## config.mk

```make
export PLATFORM = sky130hd
export DESIGN_NAME = utf16_surrogate_combiner_flat
export DESIGN_NICKNAME = d
export VERILOG_FILES = /design/src/hw/rtl/usc_pkg.sv /design/src/hw/rtl/usc_req_if.sv /design/src/hw/rtl/usc_rsp_if.sv /design/src/hw/rtl/usc_decode.sv /design/src/hw/rtl/usc_rsp_fifo.sv /design/src/hw/rtl/utf16_surrogate_combiner.sv /design/src/flat_wrapper.sv
export SDC_FILE = /design/constraint.sdc
export NUM_CORES = 1
export LEC_CHECK = 0
export CAP_MARGIN = 20
export CORE_AREA = 4 4 123 125
export CTS_BUF_LIST = sky130_fd_sc_hd__clkbuf_16
export DETAILED_ROUTE_END_ITERATION = 12
export DIE_AREA = 0 0 127 129
export DONT_BUFFER_PORTS = 1
export PLACE_DENSITY_LB_ADDON = 0.15
export REMOVE_ABC_BUFFERS = 1
export SYNTH_ARGS = -nofsm -noshare
export SYNTH_HDL_FRONTEND = slang
export SYNTH_SLANG_ARGS = --single-unit
```

## constraint.sdc

```tcl
create_clock -name clock -period 6.4 [get_ports clock]
set_input_delay 0.64 -clock clock [delete_from_list [all_inputs] [get_ports clock]]
set_output_delay 0.64 -clock clock [all_outputs]
set_load 0.02 [all_outputs]
```

## src/hw/rtl/usc_pkg.sv

```systemverilog
// ----------------------------------------------------------------------------
// usc_pkg
// Shared types and constants for the utf-16 surrogate combiner.
// ----------------------------------------------------------------------------
package usc_pkg;

   localparam int UNIT_W  = 16;
   localparam int KEY_W   = 9;
   localparam int CP_W    = 21;
   localparam int HALF_W  = 10;
   localparam int PRE_W   = UNIT_W - HALF_W;

   // surrogate prefixes (top six bits of the code unit)
   localparam logic [PRE_W-1:0]  HIGH_PREFIX = 6'b110110;
   localparam logic [PRE_W-1:0]  LOW_PREFIX  = 6'b110111;
   localparam logic [CP_W-1:0]   SUPP_BASE   = 21'h010000;
   localparam logic [UNIT_W-1:0] NONE_HELD   = 16'h0000;

   // result queue
   localparam int FIFO_DEPTH = 4;
   localparam int PTR_W      = $clog2(FIFO_DEPTH);
   localparam int CNT_W      = $clog2(FIFO_DEPTH + 1);
   localparam int MAX_PUSH   = 2;

   typedef enum logic [1:0] {
      PUSH_NONE = 2'd0,
      PUSH_ONE  = 2'd1,
      PUSH_TWO  = 2'd2
   } push_type;

   typedef struct packed {
      logic [CP_W-1:0]  code_point;
      logic [KEY_W-1:0] key_code_out;
      logic             last;
   } result_type;

   typedef struct packed {
      push_type          push;
      result_type        first;
      result_type        second;
      logic [UNIT_W-1:0] next_held;
   } decode_type;

   typedef struct packed {
      logic             space_ok;
      logic [CNT_W-1:0] count;
   } fifo_status_type;

endpackage

```

## src/hw/rtl/usc_req_if.sv

```systemverilog
// ----------------------------------------------------------------------------
// usc_req_if
// Key event channel: valid/ready handshake with key event payload.
// ----------------------------------------------------------------------------
interface usc_req_if;
   import usc_pkg::*;

   logic              valid;
   logic              ready;
   logic              key_down;
   logic [UNIT_W-1:0] code_unit;
   logic [KEY_W-1:0]  key_code;

   modport source (output valid, output key_down, output code_unit, output key_code,
                   input ready);
   modport sink   (input valid, input key_down, input code_unit, input key_code,
                   output ready);
endinterface

```

## src/hw/rtl/usc_rsp_if.sv

```systemverilog
// ----------------------------------------------------------------------------
// usc_rsp_if
// Code point channel: valid/ready handshake with decoded result payload.
// ----------------------------------------------------------------------------
interface usc_rsp_if;
   import usc_pkg::*;

   logic             valid;
   logic             ready;
   logic [CP_W-1:0]  code_point;
   logic [KEY_W-1:0] key_code_out;
   logic             last;

   modport source (output valid, output code_point, output key_code_out, output last,
                   input ready);
   modport sink   (input valid, input code_point, input key_code_out, input last,
                   output ready);
endinterface

```

## src/hw/rtl/usc_decode.sv

```systemverilog
// ----------------------------------------------------------------------------
// usc_decode
// Classifies one code unit against the held high surrogate and forms the
// zero, one or two results plus the next held value.
// ----------------------------------------------------------------------------
module usc_decode (
   input  logic                      key_down,
   input  logic [usc_pkg::UNIT_W-1:0] code_unit,
   input  logic [usc_pkg::KEY_W-1:0]  key_code,
   input  logic [usc_pkg::UNIT_W-1:0] held,
   output usc_pkg::decode_type        dec
);
   import usc_pkg::*;

   logic            unit_high;
   logic            unit_low;
   logic            held_any;
   logic [CP_W-1:0] unit_cp;
   logic [CP_W-1:0] held_cp;
   logic [CP_W-1:0] pair_cp;

   assign unit_high = (code_unit[UNIT_W-1:HALF_W] == HIGH_PREFIX);
   assign unit_low  = (code_unit[UNIT_W-1:HALF_W] == LOW_PREFIX);
   assign held_any  = (held != NONE_HELD);
   assign unit_cp   = CP_W'(code_unit);
   assign held_cp   = CP_W'(held);
   assign pair_cp   = CP_W'({held[HALF_W-1:0], code_unit[HALF_W-1:0]}) + SUPP_BASE;

   always_comb begin
      dec.push      = PUSH_NONE;
      dec.first     = '{code_point: unit_cp, key_code_out: key_code, last: 1'b1};
      dec.second    = '{code_point: unit_cp, key_code_out: key_code, last: 1'b1};
      dec.next_held = held;
      if (key_down) begin
         if (!held_any) begin
            if (unit_high) begin
               dec.next_held = code_unit;
            end else begin
               dec.push = PUSH_ONE;
            end
         end else if (unit_low) begin
            dec.push             = PUSH_ONE;
            dec.first.code_point = pair_cp;
            dec.next_held        = NONE_HELD;
         end else if (unit_high) begin
            // flush the old surrogate, hold the new one
            dec.push             = PUSH_ONE;
            dec.first.code_point = held_cp;
            dec.next_held        = code_unit;
         end else begin
            dec.push             = PUSH_TWO;
            dec.first.code_point = held_cp;
            dec.first.last       = 1'b0;
            dec.next_held        = NONE_HELD;
         end
      end
   end

endmodule

```

## src/hw/rtl/usc_rsp_fifo.sv

```systemverilog
// ----------------------------------------------------------------------------
// usc_rsp_fifo
// Small result queue: takes up to two results per cycle, gives one.
// ----------------------------------------------------------------------------
module usc_rsp_fifo (
   input  logic                    clock,
   input  logic                    reset,
   input  usc_pkg::push_type       push,
   input  usc_pkg::result_type     first,
   input  usc_pkg::result_type     second,
   output usc_pkg::fifo_status_type status,
   usc_rsp_if.source               rsp_chan
);
   import usc_pkg::*;

   result_type       mem [FIFO_DEPTH];
   logic [PTR_W-1:0] wr_ptr_ff, wr_ptr_in;
   logic [PTR_W-1:0] rd_ptr_ff, rd_ptr_in;
   logic [CNT_W-1:0] count_ff, count_in;
   logic             pop;
   logic [CNT_W-1:0] push_cnt;
   result_type       head;

   assign pop  = rsp_chan.valid && rsp_chan.ready;
   assign head = mem[rd_ptr_ff];

   always_comb begin
      case (push)
         PUSH_NONE: push_cnt = CNT_W'(0);
         PUSH_ONE:  push_cnt = CNT_W'(1);
         PUSH_TWO:  push_cnt = CNT_W'(2);
         default:   push_cnt = CNT_W'(0);
      endcase
      wr_ptr_in = wr_ptr_ff + PTR_W'(push_cnt);
      rd_ptr_in = rd_ptr_ff + PTR_W'(pop);
      count_in  = count_ff + push_cnt - CNT_W'(pop);
   end

   always_ff @(posedge clock) begin
      if (reset) begin
         wr_ptr_ff <= '0;
         rd_ptr_ff <= '0;
         count_ff  <= '0;
      end else begin
         wr_ptr_ff <= wr_ptr_in;
         rd_ptr_ff <= rd_ptr_in;
         count_ff  <= count_in;
      end
   end

   always_ff @(posedge clock) begin
      if (push == PUSH_ONE || push == PUSH_TWO) begin
         mem[wr_ptr_ff] <= first;
      end
      if (push == PUSH_TWO) begin
         mem[wr_ptr_ff + PTR_W'(1)] <= second;
      end
   end

   assign status.count    = count_ff;
   assign status.space_ok = (count_ff <= CNT_W'(FIFO_DEPTH - MAX_PUSH));

   assign rsp_chan.valid        = (count_ff != '0);
   assign rsp_chan.code_point   = head.code_point;
   assign rsp_chan.key_code_out = head.key_code_out;
   assign rsp_chan.last         = head.last;

endmodule

```

## src/hw/rtl/utf16_surrogate_combiner.sv

```systemverilog
// ----------------------------------------------------------------------------
// utf16_surrogate_combiner
// Turns a stream of UTF-16 key events into code points, pairing surrogates.
// ----------------------------------------------------------------------------
// one key event can be taken every cycle while the result queue has room; it is
// registered in the input register, decoded there and lands in a four-entry
// result queue, from whose head its first result is offered. an event that
// flushes a held surrogate ahead of its own unit gives two results, which
// leave the queue one after the other; the input stalls only when the queue
// holds more than two results. a high surrogate gives nothing until the next
// key-down event.
module utf16_surrogate_combiner (
   input  logic      clock,
   input  logic      reset,
   usc_req_if.sink   req_chan,
   usc_rsp_if.source rsp_chan
);
   import usc_pkg::*;

   logic              s1_valid_ff, s1_valid_in;
   logic              s1_key_down_ff;
   logic [UNIT_W-1:0] s1_unit_ff;
   logic [KEY_W-1:0]  s1_key_ff;
   logic [UNIT_W-1:0] held_ff, held_in;
   logic              s1_adv;
   logic              req_xfer;
   decode_type        dec;
   push_type          push;
   fifo_status_type   fifo_status;

   assign s1_adv         = s1_valid_ff && fifo_status.space_ok;
   assign req_chan.ready = !s1_valid_ff || s1_adv;
   assign req_xfer       = req_chan.valid && req_chan.ready;
   assign s1_valid_in    = req_xfer || (s1_valid_ff && !s1_adv);
   assign held_in        = s1_adv ? dec.next_held : held_ff;
   assign push           = s1_adv ? dec.push : PUSH_NONE;

   always_ff @(posedge clock) begin
      if (reset) begin
         s1_valid_ff <= 1'b0;
         held_ff     <= NONE_HELD;
      end else begin
         s1_valid_ff <= s1_valid_in;
         held_ff     <= held_in;
      end
   end

   always_ff @(posedge clock) begin
      if (req_xfer) begin
         s1_key_down_ff <= req_chan.key_down;
         s1_unit_ff     <= req_chan.code_unit;
         s1_key_ff      <= req_chan.key_code;
      end
   end

   usc_decode u_decode (
      .key_down  (s1_key_down_ff),
      .code_unit (s1_unit_ff),
      .key_code  (s1_key_ff),
      .held      (held_ff),
      .dec       (dec)
   );

   usc_rsp_fifo u_rsp_fifo (
      .clock    (clock),
      .reset    (reset),
      .push     (push),
      .first    (dec.first),
      .second   (dec.second),
      .status   (fifo_status),
      .rsp_chan (rsp_chan)
   );

   // held value is empty or a high surrogate
   a_held_is_high: assert property (@(posedge clock) disable iff (reset)
      held_ff == NONE_HELD || held_ff[UNIT_W-1:HALF_W] == HIGH_PREFIX)
      else $error("held value is not a high surrogate");

   // queue never overfills
   a_fifo_bound: assert property (@(posedge clock) disable iff (reset)
      fifo_status.count <= CNT_W'(FIFO_DEPTH))
      else $error("result queue overflow");

   // a stalled input register keeps its item
   a_s1_hold: assert property (@(posedge clock) disable iff (reset)
      s1_valid_ff && !s1_adv |=> s1_valid_ff && $stable(s1_unit_ff) && $stable(held_ff))
      else $error("stalled item lost");

   // a queued result is visible on the port
   a_rsp_valid: assert property (@(posedge clock) disable iff (reset)
      push != PUSH_NONE |=> rsp_chan.valid)
      else $error("pushed result not presented");

endmodule
```

## src/flat_wrapper.sv

```systemverilog
// flat-port wrapper written by rule: the top's interface ports become plain ports
module utf16_surrogate_combiner_flat import usc_pkg::*;
  (clock, reset, req_chan_valid, req_chan_key_down, req_chan_code_unit, req_chan_key_code, req_chan_ready, rsp_chan_valid, rsp_chan_code_point, rsp_chan_key_code_out, rsp_chan_last, rsp_chan_ready);
  usc_req_if req_chan_i ();
  usc_rsp_if rsp_chan_i ();
  input  logic clock;
  input  logic reset;
  input wire logic [$bits(req_chan_i.valid)-1:0] req_chan_valid;
  input wire logic [$bits(req_chan_i.key_down)-1:0] req_chan_key_down;
  input wire logic [$bits(req_chan_i.code_unit)-1:0] req_chan_code_unit;
  input wire logic [$bits(req_chan_i.key_code)-1:0] req_chan_key_code;
  output wire logic [$bits(req_chan_i.ready)-1:0] req_chan_ready;
  output wire logic [$bits(rsp_chan_i.valid)-1:0] rsp_chan_valid;
  output wire logic [$bits(rsp_chan_i.code_point)-1:0] rsp_chan_code_point;
  output wire logic [$bits(rsp_chan_i.key_code_out)-1:0] rsp_chan_key_code_out;
  output wire logic [$bits(rsp_chan_i.last)-1:0] rsp_chan_last;
  input wire logic [$bits(rsp_chan_i.ready)-1:0] rsp_chan_ready;
  assign req_chan_i.valid = req_chan_valid;
  assign req_chan_i.key_down = req_chan_key_down;
  assign req_chan_i.code_unit = req_chan_code_unit;
  assign req_chan_i.key_code = req_chan_key_code;
  assign req_chan_ready = req_chan_i.ready;
  assign rsp_chan_valid = rsp_chan_i.valid;
  assign rsp_chan_code_point = rsp_chan_i.code_point;
  assign rsp_chan_key_code_out = rsp_chan_i.key_code_out;
  assign rsp_chan_last = rsp_chan_i.last;
  assign rsp_chan_i.ready = rsp_chan_ready;
  utf16_surrogate_combiner u_core (.clock(clock), .reset(reset), .req_chan(req_chan_i), .rsp_chan(rsp_chan_i));
endmodule
```

==> run_results.csv <==
group,metric,value,unit
run_status,outcome,"completed",
synth,synthCells,514,
clock_network,clk_latency,0.44,ns
placement,gp_congestion,0.852,
clock_network,cts.path.max_buffers,2,
floorplan,pin_count,63,
timing,hold_viol,0,
finish,antennaDiodeCount,0,
placement,dpl_worst_slack,2.42,ns
detailed_routing,ant_nets,0,
synth,ys_async_sr_fraction,0,%
clock_network,cts-root-buf,"clkbuf_16",
setup_path,cp-start-kind,"flop",
power,p_leak,2.93,nW
setup_path,critPathBufInv,3,
detailed_routing,wl_per_cell,23.2,µm
synth,synth_top_family_by_area,"compound AO/OA/AOI/OAI gates",
timing,whs,0.265,ns
synth,post_synth_main_area_contributors,"edfxtp_1 (50%), dfxtp_1 (13%), mux4_2 (9.1%)",
global_routing,grt_use_met2,34.6,%
setup_path,criticalPathCategory,"flop to flop",
timing,finalClockSkew,0.00812,ns
timing,fin_crit_sh,62.7,%
global_routing,gr-total-overflow,0,
floorplan,core-area,0.0139,mm²
setup_path,critPathTopFamily,"simple AND/OR/NAND/NOR gates",
synth,ys_top_cells_by_count,"edfxtp_1 (126), a22o_1 (54), dfxtp_1 (48)",
detailed_routing,dr.pass1.iters,5,
synth,yosys_warnings,0,
timing,min_period,4.01,ns
timing,slew_headroom,31.5,%
synth,synthSimpleGateAreaFrac,9.15,%
setup_path,critical_path.slowest_cell,"inv_1",
setup_path,slowest_delay,0.54,ns
detailed_routing,via_per_inst,6.19,
detailed_routing,first_iter_violations,350,
global_routing,grt-busiest-layer,"met2",
flow_run,maxCapViolCount,0,
synth,synthMostInstantiatedCell,"edfxtp_1",
clock_network,clock-sinks,174,
finish,fin_nets,549,
timing,tns,0,ns
floorplan,die_y,129,µm
synth,synth-seq-cells,174,
timing,fmax,249,MHz
clock_network,cts_hold_buf,0,
synth,synth_top_cell_area_share,49.6,%
detailed_routing,drt-total-wl,16.3,mm
synth,syn_area,0.00763,mm²
synth,synth_seq_area_share,62.2,%
global_routing,gr-usage-met1,26.6,%
timing,slew_violations,0,
setup_path,required,6.51,ns
global_routing,antenna_found_initial,0,
timing,fin_ws,2.39,ns
timing,tightest_slew,1.03,ns
synth,synth_edf_count,126,
power,irDropWorstVdd,194,µV
setup_path,cp_data_arrival_time,4.12,ns
global_routing,grt_first_pass_wirelength,25.5,mm
clock_network,htreeDepth,4,
setup_path,path_max_fanout,21,
timing,rsz0062_at_grt,"no",
placement,place_hpwl,10.4,mm
synth,synthMuxAreaShare,9.93,%
synth,synthAdderAreaFrac,1.90,%
power,p_per_area,350,mW/mm²
global_routing,grt_usage,21.0,%
synth,avgSynthCellArea,14.9,µm²
detailed_routing,drc,0,
setup_path,endpoint_kind,"flop",
min_path,hold_path.class,"input pin to flop",
synth,synth_cell_type_count,51,
floorplan,initial_core_util,55.0,%
detailed_routing,dr_total_vias,4342,
finish,fin_util,60.9,%
synth,synth_ff_type,"edfxtp_1",
synth,synth_xor_area_share,0.803,%
finish,drive_gt1_share,16.9,%
clock_network,post-cts-setup-buffers,0,
global_routing,grt_pass1_vias,4459,
floorplan,die_w,127,µm
clock_network,cts_tree,"yes",
placement,io_buffers,0,
global_routing,use_met3,6.52,%
clock_network,cts_made_buffers,17,
synth,yosysTopAreaCell,"edfxtp_1",
synth,synth_compound_area_share,13.0,%
timing,setup-violations-final,0,
floorplan,fp-row-count,43,
finish,syn_to_final_growth,10.7,%
floorplan,dieArea,0.0164,mm²
clock_network,cts-resized-gates,0,
power,power,2.96,mW
clock_network,clk_pin_slew,0.06,ns
global_routing,grt_max_degree,36,
setup_path,crit_chain,"inv_1 > ha_1 > nor4b_2 > nand4_1 > nor3_1 > a211oi_1 > ha_1 > nand3b_1 > and2_1 > inv_1 > buf_4",
==> power by group <==
group	switching (mW)	internal, mW
logic	0.243	0.180
clock network	0.429	0.770
registers	0.0729	1.26
==> cells by family after synthesis <==
kind of cell,Yosys count
AOI/OAI and AO/OA,118
muxes,37
and+or+nand+nor,119
adders and majority gates,11
buffers and inverters,48
xor gates and xnor gates,7
DFF,174
==> layer usage <==
metal,up-vias,share of wire [%]
li1,2000,-
met1,2184,41
met5,-,0
met2,135,51
met3,23,6.0
met4,0,1.8
==> layout make-up <==
type	instances	area (µm²)
fillers	1048	5430
repair buffers	8	67.6
clock inverters	15	267
inverters	15	56.3
flip-flops and latches	174	4750
well taps	180	225
multi-input cells	292	2660
clock buffers	17	425
==> placed cells by master, fill, tap and decap left out, drive strengths merged, types with 2 or more instances in the layout <==
| master | count |
|---|---|
| and3 | 6 |
| nor4 | 3 |
| nor2 | 9 |
| nand2 | 24 |
| nor3b | 2 |
| dfxtp | 48 |
| a22o | 54 |
| mux2i | 6 |
| clkinv | 2 |
| nor3 | 4 |
| nand3b | 3 |
| and2 | 47 |
| clkinvlp | 5 |
| mux4 | 31 |
| o21ai | 16 |
| clkbuf | 17 |
| or3b | 3 |
| bufinv | 7 |
| xnor2 | 4 |
| buf | 8 |
| xor2 | 3 |
| nand3 | 8 |
| a21o | 3 |
| a21oi | 4 |
| a31oi | 8 |
| o2bb2ai | 24 |
| inv | 16 |
| nand4 | 2 |
| nor2b | 3 |
| o31ai | 4 |
| edfxtp | 126 |
| ha | 10 |
| or3 | 2 |
==> flip-flops by register name, indices dropped and copies added, names as in the netlist <==
name and flops:
u_core.held_ff 16, u_core.s1_key_down_ff 1, u_core.s1_key_ff 9, u_core.s1_unit_ff 16
u_core.s1_valid_ff 1, u_core.u_rsp_fifo.count_ff 3, u_core.u_rsp_fifo.mem 124, u_core.u_rsp_fifo.rd_ptr_ff 2
u_core.u_rsp_fifo.wr_ptr_ff 2
==> through the flow <==
step           cell area (µm²)  cells
4_1_cts                   8440    700
3_5_place_dp              7740    668
2_1_floorplan             7460    481
3_3_place_gp              7740    668
6_report                  8450    701
5_1_grt                   8450    701
==> worst paths after layout <==
check	to	slack [ns]	depth (start not counted)	start
setup reg to reg	u_core.u_rsp_fifo.mem[3][10]$_DFFE_PP_	2.39	11	u_core.held_ff[6]$_SDFFE_PP0P_
setup / recovery	u_core.u_rsp_fifo.mem[3][10]$_DFFE_PP_	2.39	11	u_core.held_ff[6]$_SDFFE_PP0P_
hold / removal	u_core.u_rsp_fifo.rd_ptr_ff[1]$_SDFF_PP0_	0.27	1	reset
hold reg to reg	u_core.u_rsp_fifo.mem[1][30]$_SDFFE_PP0P_	0.46	2	u_core.u_rsp_fifo.mem[1][30]$_SDFFE_PP0P_
No activity file was read; power rests on OpenSTA's default activity.
